`config.mk`:
```
export PLATFORM = sky130hd
export DESIGN_NAME = table_linear_interpolation_top
export DESIGN_NICKNAME = d
export VERILOG_FILES = /design/src/hdl/tli_pkg.sv /design/src/hdl/tli_ram.sv /design/src/hdl/tli_dp.sv /design/src/hdl/tli_ctrl.sv /design/src/hdl/table_linear_interpolation_top.sv
export SDC_FILE = /design/constraint.sdc
export NUM_CORES = 2
export LEC_CHECK = 0
export BUFFER_PORTS_ARGS = -buffer_cell sky130_fd_sc_hd__buf_2
export CELL_PAD_IN_SITES_DETAIL_PLACEMENT = 0
export CELL_PAD_IN_SITES_GLOBAL_PLACEMENT = 1
export CORE_UTILIZATION = 60
export CTS_BUF_LIST = sky130_fd_sc_hd__clkbuf_4 sky130_fd_sc_hd__clkbuf_8 sky130_fd_sc_hd__clkbuf_16
export CTS_CLUSTER_SIZE = 16
export DETAILED_ROUTE_END_ITERATION = 8
export PLACE_DENSITY = 0.83
export SYNTH_ARGS = -nofsm -noshare
export SYNTH_HDL_FRONTEND = slang
export SYNTH_SLANG_ARGS = --single-unit
```
`constraint.sdc`:
```
create_clock -name clock -period 25.2 [get_ports clock]
set_clock_uncertainty 0.2 [all_clocks]
set_input_delay 2.52 -clock clock [delete_from_list [all_inputs] [get_ports clock]]
set_output_delay 2.52 -clock clock [all_outputs]
set_load 0.02 [all_outputs]
```
`src/hdl/tli_pkg.sv`:
```
`timescale 1ns / 1ps

package tli_pkg;

   // table geometry
   localparam int TABLE_DEPTH = 64;
   localparam int IDX_W       = (TABLE_DEPTH > 1) ? $clog2(TABLE_DEPTH) : 1;
   localparam int CNT_W       = $clog2(TABLE_DEPTH + 1);

   // field widths fixed by the interface
   localparam int DATA_W  = 16;
   localparam int INDEX_W = 6;
   localparam int CSR_W   = 7;
   localparam int STAT_W  = 2;

   // restoring divider: one quotient bit per step over the 32-bit magnitude
   localparam int DIV_STEPS = 32;
   localparam int DIV_CNT_W = $clog2(DIV_STEPS + 1);

   localparam logic REQ_LOAD  = 1'b0;
   localparam logic REQ_QUERY = 1'b1;

   typedef enum logic [STAT_W-1:0] {
      STATUS_EXACT  = 2'd0,
      STATUS_INTERP = 2'd1,
      STATUS_RANGE  = 2'd2,
      STATUS_LOADED = 2'd3
   } status_type;

   // controller -> datapath
   typedef struct packed {
      logic load;        // write table slot, result = load done
      logic scan_start;  // capture query key and entry count
      logic scan_step;   // issue next table read
      logic set_hit;     // result = matched value
      logic set_range;   // result = out of range
      logic mul;         // product of key and value deltas
      logic div_init;    // load divider with product magnitude
      logic div_step;    // one quotient bit
      logic set_interp;  // result = fa + signed quotient
      logic out_load;    // move result into output register
   } tli_cmd_type;

   // datapath -> controller
   typedef struct packed {
      logic too_few;     // fewer than two entries in use
      logic hit;         // exact match seen during scan
      logic found;       // bracketing segment seen during scan
      logic scan_end;    // all reads issued and returned
      logic div_done;    // divider finished
   } tli_sts_type;

endpackage

```
`src/hdl/tli_ram.sv`:
```
`timescale 1ns / 1ps

module tli_ram #(
   parameter int WIDTH = 32,
   parameter int DEPTH = 64
) (
   input  logic                                     clock,
   input  logic                                     wr_en,
   input  logic [((DEPTH > 1) ? $clog2(DEPTH) : 1)-1:0] wr_addr,
   input  logic [WIDTH-1:0]                         wr_data,
   input  logic                                     rd_en,
   input  logic [((DEPTH > 1) ? $clog2(DEPTH) : 1)-1:0] rd_addr,
   output logic [WIDTH-1:0]                         rd_data
);

   logic [WIDTH-1:0] mem_ff [DEPTH];
   logic [WIDTH-1:0] rd_data_ff;

   always_ff @(posedge clock) begin
      if (wr_en) begin
         mem_ff[wr_addr] <= wr_data;
      end
      if (rd_en) begin
         rd_data_ff <= mem_ff[rd_addr];
      end
   end

   assign rd_data = rd_data_ff;

endmodule

```
`src/hdl/tli_dp.sv`:
```
`timescale 1ns / 1ps

module tli_dp
   import tli_pkg::*;
(
   input  logic                      clock,
   input  logic                      reset,
   input  logic                      csr_write_enable,
   input  logic [CSR_W-1:0]          csr_write_data,
   input  logic [INDEX_W-1:0]        req_entry_index,
   input  logic signed [DATA_W-1:0]  req_entry_key,
   input  logic signed [DATA_W-1:0]  req_entry_value,
   input  logic signed [DATA_W-1:0]  req_query_key,
   input  tli_cmd_type               cmd,
   output tli_sts_type               sts,
   output logic signed [DATA_W-1:0]  rsp_result_value,
   output logic [STAT_W-1:0]         rsp_status
);

   logic [CSR_W-1:0]          csr_ff;
   logic [CNT_W-1:0]          n_sat;

   // scan state
   logic signed [DATA_W-1:0]  x_ff;
   logic [CNT_W-1:0]          n_ff;
   logic [CNT_W-1:0]          rd_addr_ff;
   logic                      rd_vld_ff;
   logic                      rd_first_ff;
   logic signed [DATA_W-1:0]  prev_key_ff;
   logic signed [DATA_W-1:0]  prev_val_ff;
   logic                      hit_ff;
   logic signed [DATA_W-1:0]  hit_val_ff;
   logic                      found_ff;

   // segment deltas
   logic signed [DATA_W:0]    dx_ff;
   logic signed [DATA_W:0]    df_ff;
   logic [DATA_W-1:0]         den_ff;
   logic signed [DATA_W-1:0]  fa_ff;

   // multiply / divide
   logic signed [2*DATA_W+1:0] prod_ff;
   logic                       neg_ff;
   logic [DIV_STEPS-1:0]       quo_ff;
   logic [DATA_W-1:0]          rem_ff;
   logic [DIV_CNT_W-1:0]       div_cnt_ff;

   // result and output registers
   logic signed [DATA_W-1:0]  res_value_ff;
   status_type                res_status_ff;
   logic signed [DATA_W-1:0]  out_value_ff;
   status_type                out_status_ff;

   logic                      wr_en;
   logic                      rd_en;
   logic                      issue;
   logic [2*DATA_W-1:0]       rd_data;
   logic signed [DATA_W-1:0]  key_rd;
   logic signed [DATA_W-1:0]  val_rd;
   logic                      match;
   logic                      bracket;
   logic signed [DATA_W:0]    dx_w;
   logic signed [DATA_W:0]    df_w;
   logic [DATA_W:0]           den_w;
   logic [2*DATA_W+1:0]       prod_abs;
   logic [DATA_W:0]           rem_sh;
   logic                      ge;
   logic [DATA_W:0]           rem_sub;
   logic [DATA_W-1:0]         q16;

   always_comb begin
      if (int'(csr_ff) > TABLE_DEPTH) begin
         n_sat = CNT_W'(TABLE_DEPTH);
      end else begin
         n_sat = CNT_W'(csr_ff);
      end
   end

   assign wr_en = cmd.load && (int'(req_entry_index) < TABLE_DEPTH);
   assign issue = (rd_addr_ff != n_ff);
   assign rd_en = cmd.scan_step && issue;

   tli_ram #(
      .WIDTH (2 * DATA_W),
      .DEPTH (TABLE_DEPTH)
   ) u_table (
      .clock   (clock),
      .wr_en   (wr_en),
      .wr_addr (IDX_W'(req_entry_index)),
      .wr_data ({req_entry_key, req_entry_value}),
      .rd_en   (rd_en),
      .rd_addr (rd_addr_ff[IDX_W-1:0]),
      .rd_data (rd_data)
   );

   assign key_rd = rd_data[2*DATA_W-1:DATA_W];
   assign val_rd = rd_data[DATA_W-1:0];

   assign match   = rd_vld_ff && (key_rd == x_ff);
   assign bracket = rd_vld_ff && !rd_first_ff && (prev_key_ff <= x_ff) && (x_ff <= key_rd);

   assign dx_w  = {x_ff[DATA_W-1], x_ff} - {prev_key_ff[DATA_W-1], prev_key_ff};
   assign df_w  = {val_rd[DATA_W-1], val_rd} - {prev_val_ff[DATA_W-1], prev_val_ff};
   assign den_w = {key_rd[DATA_W-1], key_rd} - {prev_key_ff[DATA_W-1], prev_key_ff};

   assign prod_abs = prod_ff[2*DATA_W+1] ? (-prod_ff) : prod_ff;

   assign rem_sh  = {rem_ff, quo_ff[DIV_STEPS-1]};
   assign ge      = (rem_sh >= {1'b0, den_ff});
   assign rem_sub = rem_sh - {1'b0, den_ff};

   // only the low bits of the quotient survive the 16-bit result
   assign q16 = neg_ff ? (DATA_W'(0) - quo_ff[DATA_W-1:0]) : quo_ff[DATA_W-1:0];

   always_ff @(posedge clock) begin
      if (reset) begin
         csr_ff <= '0;
      end else if (csr_write_enable) begin
         csr_ff <= csr_write_data;
      end
   end

   always_ff @(posedge clock) begin
      if (cmd.scan_start) begin
         x_ff       <= req_query_key;
         n_ff       <= n_sat;
         rd_addr_ff <= '0;
         rd_vld_ff  <= 1'b0;
         hit_ff     <= 1'b0;
         found_ff   <= 1'b0;
      end else begin
         rd_vld_ff <= rd_en;
         if (rd_en) begin
            rd_addr_ff  <= rd_addr_ff + CNT_W'(1);
            rd_first_ff <= (rd_addr_ff == '0);
         end
         if (rd_vld_ff) begin
            prev_key_ff <= key_rd;
            prev_val_ff <= val_rd;
         end
         // first match wins
         if (match && !hit_ff) begin
            hit_ff     <= 1'b1;
            hit_val_ff <= val_rd;
         end
         // last bracketing segment wins
         if (bracket) begin
            found_ff <= 1'b1;
            dx_ff    <= dx_w;
            df_ff    <= df_w;
            den_ff   <= den_w[DATA_W-1:0];
            fa_ff    <= prev_val_ff;
         end
      end

      if (cmd.mul) begin
         prod_ff <= dx_ff * df_ff;
      end

      if (cmd.div_init) begin
         neg_ff     <= prod_ff[2*DATA_W+1];
         quo_ff     <= prod_abs[DIV_STEPS-1:0];
         rem_ff     <= '0;
         div_cnt_ff <= DIV_CNT_W'(DIV_STEPS);
      end else if (cmd.div_step) begin
         rem_ff     <= ge ? rem_sub[DATA_W-1:0] : rem_sh[DATA_W-1:0];
         quo_ff     <= {quo_ff[DIV_STEPS-2:0], ge};
         div_cnt_ff <= div_cnt_ff - DIV_CNT_W'(1);
      end

      if (cmd.load) begin
         res_value_ff  <= '0;
         res_status_ff <= STATUS_LOADED;
      end else if (cmd.set_range) begin
         res_value_ff  <= '0;
         res_status_ff <= STATUS_RANGE;
      end else if (cmd.set_hit) begin
         res_value_ff  <= hit_val_ff;
         res_status_ff <= STATUS_EXACT;
      end else if (cmd.set_interp) begin
         res_value_ff  <= fa_ff + signed'(q16);
         res_status_ff <= STATUS_INTERP;
      end

      if (cmd.out_load) begin
         out_value_ff  <= res_value_ff;
         out_status_ff <= res_status_ff;
      end
   end

   assign sts.too_few  = (n_sat < CNT_W'(2));
   assign sts.hit      = hit_ff;
   assign sts.found    = found_ff;
   assign sts.scan_end = (rd_addr_ff == n_ff) && !rd_vld_ff;
   assign sts.div_done = (div_cnt_ff == '0);

   assign rsp_result_value = out_value_ff;
   assign rsp_status       = out_status_ff;

`ifndef SYNTH
   a_interp_after_div : assert property (@(posedge clock) disable iff (reset)
      cmd.set_interp |-> (div_cnt_ff == '0) && (rem_ff < den_ff))
      else $error("interpolation taken before divider settled");
   a_div_nonzero : assert property (@(posedge clock) disable iff (reset)
      cmd.div_step |-> (den_ff != '0))
      else $error("divider running on zero segment width");
   a_scan_bound : assert property (@(posedge clock) disable iff (reset)
      rd_en |-> (rd_addr_ff < n_ff))
      else $error("table read past entries in use");
`endif

endmodule

```
`src/hdl/tli_ctrl.sv`:
```
`timescale 1ns / 1ps

module tli_ctrl
   import tli_pkg::*;
(
   input  logic         clock,
   input  logic         reset,
   input  logic         req_valid,
   input  logic         req_type,
   output logic         req_stall,
   output logic         rsp_valid,
   input  logic         rsp_stall,
   input  tli_sts_type  sts,
   output tli_cmd_type  cmd
);

   typedef enum logic [2:0] {
      S_IDLE,
      S_SCAN,
      S_MUL,
      S_DIV_INIT,
      S_DIV,
      S_FIN
   } state_type;

   state_type state_ff;
   state_type state_in;
   logic      rsp_valid_ff;
   logic      rsp_valid_in;
   logic      req_take;
   logic      out_free;

   assign req_stall = (state_ff != S_IDLE);
   assign req_take  = req_valid && !req_stall;
   assign out_free  = !rsp_valid_ff || !rsp_stall;

   always_comb begin
      cmd          = '0;
      state_in     = state_ff;
      rsp_valid_in = rsp_valid_ff && rsp_stall;
      case (state_ff)
         S_IDLE: begin
            if (req_take) begin
               state_in = S_FIN;
               if (req_type == REQ_LOAD) begin
                  cmd.load = 1'b1;
               end else if (sts.too_few) begin
                  cmd.set_range = 1'b1;
               end else begin
                  cmd.scan_start = 1'b1;
                  state_in       = S_SCAN;
               end
            end
         end
         S_SCAN: begin
            cmd.scan_step = 1'b1;
            if (sts.hit) begin
               cmd.set_hit = 1'b1;
               state_in    = S_FIN;
            end else if (sts.scan_end) begin
               if (sts.found) begin
                  state_in = S_MUL;
               end else begin
                  cmd.set_range = 1'b1;
                  state_in      = S_FIN;
               end
            end
         end
         S_MUL: begin
            cmd.mul  = 1'b1;
            state_in = S_DIV_INIT;
         end
         S_DIV_INIT: begin
            cmd.div_init = 1'b1;
            state_in     = S_DIV;
         end
         S_DIV: begin
            if (sts.div_done) begin
               cmd.set_interp = 1'b1;
               state_in       = S_FIN;
            end else begin
               cmd.div_step = 1'b1;
            end
         end
         S_FIN: begin
            if (out_free) begin
               cmd.out_load = 1'b1;
               rsp_valid_in = 1'b1;
               state_in     = S_IDLE;
            end
         end
         default: begin
            state_in = S_IDLE;
         end
      endcase
   end

   always_ff @(posedge clock) begin
      if (reset) begin
         state_ff     <= S_IDLE;
         rsp_valid_ff <= 1'b0;
      end else begin
         state_ff     <= state_in;
         rsp_valid_ff <= rsp_valid_in;
      end
   end

   assign rsp_valid = rsp_valid_ff;

`ifndef SYNTH
   a_busy_after_take : assert property (@(posedge clock) disable iff (reset)
      req_take |=> req_stall)
      else $error("second beat taken while busy");
   a_no_overwrite : assert property (@(posedge clock) disable iff (reset)
      cmd.out_load |-> out_free)
      else $error("output register overwritten while held");
   a_hit_finishes : assert property (@(posedge clock) disable iff (reset)
      (state_ff == S_SCAN) && sts.hit |=> (state_ff == S_FIN))
      else $error("exact hit did not end scan");
`endif

endmodule

```
`src/hdl/table_linear_interpolation_top.sv`:
```
`timescale 1ns / 1ps

// Piecewise linear lookup table, signed Q8.8.
// Request channel (req_valid / req_stall): a beat is either a load
// (req_type 0: req_entry_key / req_entry_value into slot req_entry_index)
// or a query (req_type 1: interpolate at req_query_key).
// Response channel (rsp_valid / rsp_stall): exactly one beat per request,
// rsp_status 0 exact hit, 1 interpolated, 2 out of range, 3 load done.
// csr_write_enable / csr_write_data set the number of entries in use;
// write only while no request is in flight.
// One request is worked at a time. A load's response passes through the
// result register and the output register. A query walks the table one
// entry per cycle through the single read port; an exact hit ends the walk
// with that entry's value, no bracketing segment gives out of range, else
// a multiply, a divider setup and the bit-serial divider follow. A query
// with fewer than two entries in use answers out of range without a scan.
// The next request is taken the cycle after a result moves out.
// The response sits in an output register: the next request is taken
// while it waits, and a finished result waits in place while rsp_stall
// is high. Reset clears the controller, the response valid and the entry
// count; table contents are undefined until loaded.

module table_linear_interpolation_top
   import tli_pkg::*;
(
   input  logic                      clock,
   input  logic                      reset,

   input  logic                      csr_write_enable,
   input  logic [CSR_W-1:0]          csr_write_data,

   input  logic                      req_valid,
   output logic                      req_stall,
   input  logic                      req_type,
   input  logic [INDEX_W-1:0]        req_entry_index,
   input  logic signed [DATA_W-1:0]  req_entry_key,
   input  logic signed [DATA_W-1:0]  req_entry_value,
   input  logic signed [DATA_W-1:0]  req_query_key,

   output logic                      rsp_valid,
   input  logic                      rsp_stall,
   output logic signed [DATA_W-1:0]  rsp_result_value,
   output logic [STAT_W-1:0]         rsp_status
);

   tli_cmd_type cmd;
   tli_sts_type sts;

   // sequencer: scan, multiply, divide, hand off to output register
   tli_ctrl u_ctrl (
      .clock     (clock),
      .reset     (reset),
      .req_valid (req_valid),
      .req_type  (req_type),
      .req_stall (req_stall),
      .rsp_valid (rsp_valid),
      .rsp_stall (rsp_stall),
      .sts       (sts),
      .cmd       (cmd)
   );

   // table memory, segment search, multiplier, divider, result registers
   tli_dp u_dp (
      .clock            (clock),
      .reset            (reset),
      .csr_write_enable (csr_write_enable),
      .csr_write_data   (csr_write_data),
      .req_entry_index  (req_entry_index),
      .req_entry_key    (req_entry_key),
      .req_entry_value  (req_entry_value),
      .req_query_key    (req_query_key),
      .cmd              (cmd),
      .sts              (sts),
      .rsp_result_value (rsp_result_value),
      .rsp_status       (rsp_status)
   );

endmodule
```
==> results.toml <==
[cts]
cts_resized = 0
cts.sinks = 2363
clockBufferDepth = 3
postCtsSetupBuffers = 0
clock-root-buffer = "clkbuf_16"
htreeDepth = 4
clkTransAtPathRegs_ps = 70
insertion_delay_ps = 880
cts_tree = "done"
cts-buffers-inserted = 224
ctsHoldBuffers = 0

[sta]
rsz0062_at_grt = "no"
drv_slew = 0
maxSlewHeadroom_pct = 15.9
fmax_mhz = 138
finalSetupViolCount = 0
period_share_pct = 28.8
fin_setup_tns_ps = 0
max_slew.worst_pin.slew_ps = 1260
post-route-min-period_ps = 7260
finalHoldViolCount = 0

[route]
drc_errors = 0
wire_per_inst_um = 32.1
routed_via_density = 6.56
drt-initial-drc-count = 6669
wl_um = 270000
firstDrtPassIters = 6
ant_nets = 0
vias = 55100

[finish]
drive_gt1_share_pct = 21.2
fin_nets = 6447
syn_to_final_growth_pct = 10.6
post-route-cell-area_sq_um = 116000
fill_cells = 11100

[logic_synthesis]
synth-seq-area-share_pct = 67.3
ys.warnings.count = 0
ys.flop_type = "edfxtp_1"
synth_seq_cells = 2363
yosysTopAreaCell = "edfxtp_1"
synth.most_common_cell = "edfxtp_1"
synth_area_sq_um = 105000
async_flop_share_pct = 0
synth_commonest_cells = "2302 x edfxtp_1, 617 x mux4_2, 435 x inv_1"
syn_area_per_cell_sq_um = 18.3
synth_cell_types = 76
synth_area_leaders = "edfxtp_1 66%, mux4_2 13%, fa_1 5.8%"
synth_edf_count = 2302
synthCells = 5708
synth_top_area_share_pct = 66.1
postSynthNetCount = 6262

[placed_design]
port_buffers = 86
place_area_sq_um = 108000
place_hpwl_um = 155000
gp_congestion = 0.932

[min_path]
hp-class = "reg -> reg"

[floorplanning]
initial_core_util_pct = 60.7
pin_count = 87
fp.dieW_um = 419
core_sq_um = 172000
die-area_sq_um = 176000
die_y_um = 419
row_count = 152

[worst_setup_path]
crit_type = "reg -> reg"
crit_fanout = 17
cp.arrival_ps = 7620
start_kind = "register"
end_kind = "register"
worstPathRequired_ps = 25560

[job]
max-cap-violations = 0

[grt]
grt_pass1_vias = 55900
overflow = 0
grt_usage_pct = 31.3
grt_pass1_wl_um = 388000
grt_antenna_before_repair = 13
grt_start_max_net_pins = 131

[outcome]
status = "completed"
-- state kept, by name (all words and copies together) (netlist names), 6 cells and up --
register / flops
u_dp.csr_ff: 7
u_dp.den_ff: 16
u_dp.df_ff: 17
u_dp.div_cnt_ff: 6
u_dp.dx_ff: 17
u_dp.fa_ff: 16
u_dp.hit_val_ff: 16
u_dp.n_ff: 7
u_dp.prev_key_ff: 16
u_dp.prev_val_ff: 16
u_dp.prod_ff: 33
u_dp.quo_ff: 32
u_dp.rd_addr_ff: 7
u_dp.rem_ff: 16
u_dp.res_value_ff: 16
u_dp.rsp_result_value: 16
u_dp.u_table.mem_ff: 2048
u_dp.u_table.rd_data: 32
u_dp.x_ff: 16
-- logic make-up (layout without fill, tap and decap cells) --
| kind of cell | count (synthesis) | count (layout) | synth area share (%) |
|---|---|---|---|
| AOI/OAI and AO/OA | 466 | 466 | 2.89 |
| buffers and inverters | 676 | 1055 | 2.50 |
| other | 0 | 3 | 0 |
| xor gates and xnor gates | 147 | 147 | 1.23 |
| DFF | 2363 | 2363 | 67.3 |
| adders and majority gates | 487 | 487 | 7.99 |
| muxes | 697 | 697 | 14.1 |
| and+or+nand+nor | 872 | 872 | 4.04 |
-- layer usage --
| metal | vias to the layer above | wire [um] | GRT usage [%] |
|---|---|---|---|
| met5 | - | 34 | 0 |
| met4 | 6 | 13300 | 14.0 |
| met3 | 599 | 24200 | 5.27 |
| met2 | 3257 | 133000 | 51.4 |
| met1 | 28700 | 99000 | 41.6 |
| li1 | 22500 | - | - |
-- critical path, cell delays in order, from the launching register on --
cell,delay (ps)
edfxtp_1,830
nand2_1,180
fa_1,550
fa_1,590
fa_1,460
fa_1,550
inv_1,50
fa_1,490
inv_1,60
fa_1,490
inv_1,50
ha_1,350
a211o_1,330
o211ai_1,140
a21oi_1,100
a311o_1,400
and4_1,250
o41ai_1,540
mux2i_1,250
o2111ai_1,120
-- cell type report --
cell class / count / area [sq um] / share of cell area [%]
Antenna cell: 3 / 7.51 / 0.00649
Clock buffer: 276 / 6060 / 5.24
Clock inverter: 144 / 1250 / 1.08
Inverter: 437 / 1640 / 1.42
Multi-Input combinational cell: 2669 / 32100 / 27.8
Sequential cell: 2363 / 70400 / 60.8
Tap cell: 2310 / 2890 / 2.50
Timing Repair Buffer: 198 / 1330 / 1.15
-- path summary, 6_finish.rpt --
| check | end | slack [ps] | depth (start not counted) | startpoint |
|---|---|---|---|---|
| setup / recovery | u_dp.prod_ff[28] | 17940 | 19 | u_dp.dx_ff[10] |
| hold / removal | u_dp.rsp_result_value[10] | 210 | 0 | u_dp.res_value_ff[10] |
| setup reg to reg | u_dp.prod_ff[28] | 17940 | 19 | u_dp.dx_ff[10] |
| hold reg to reg | u_dp.rsp_result_value[10] | 210 | 0 | u_dp.res_value_ff[10] |
-- layout by cell type (no fill, tap or decap), types with 86 or more instances in the layout --
cell type and count:
inv_1 435, nand2_1 288, nor2_1 136, buf_2 86, mux4_2 617, buf_4 107
edfxtp_1 2302, fa_1 301, clkbuf_16 227, xnor2_1 90, o21ai_0 121, and2_1 140
ha_1 186
-- through the flow --
stage	util [%]	hold WS (ps)	cells	setup WS (ps)
after floorplan	-	208	5708	14660
after global placement	62.9	215	7977	17980
after detailed placement	62.9	219	7977	17940
after CTS	67.1	216	8397	17970
after global routing	67.1	224	8397	17620
final	67.1	212	8400	17940
Power is left out: the tool's default activity adds up to more than one toggle a clock period on the data nets, which glitch-free logic cannot reach.
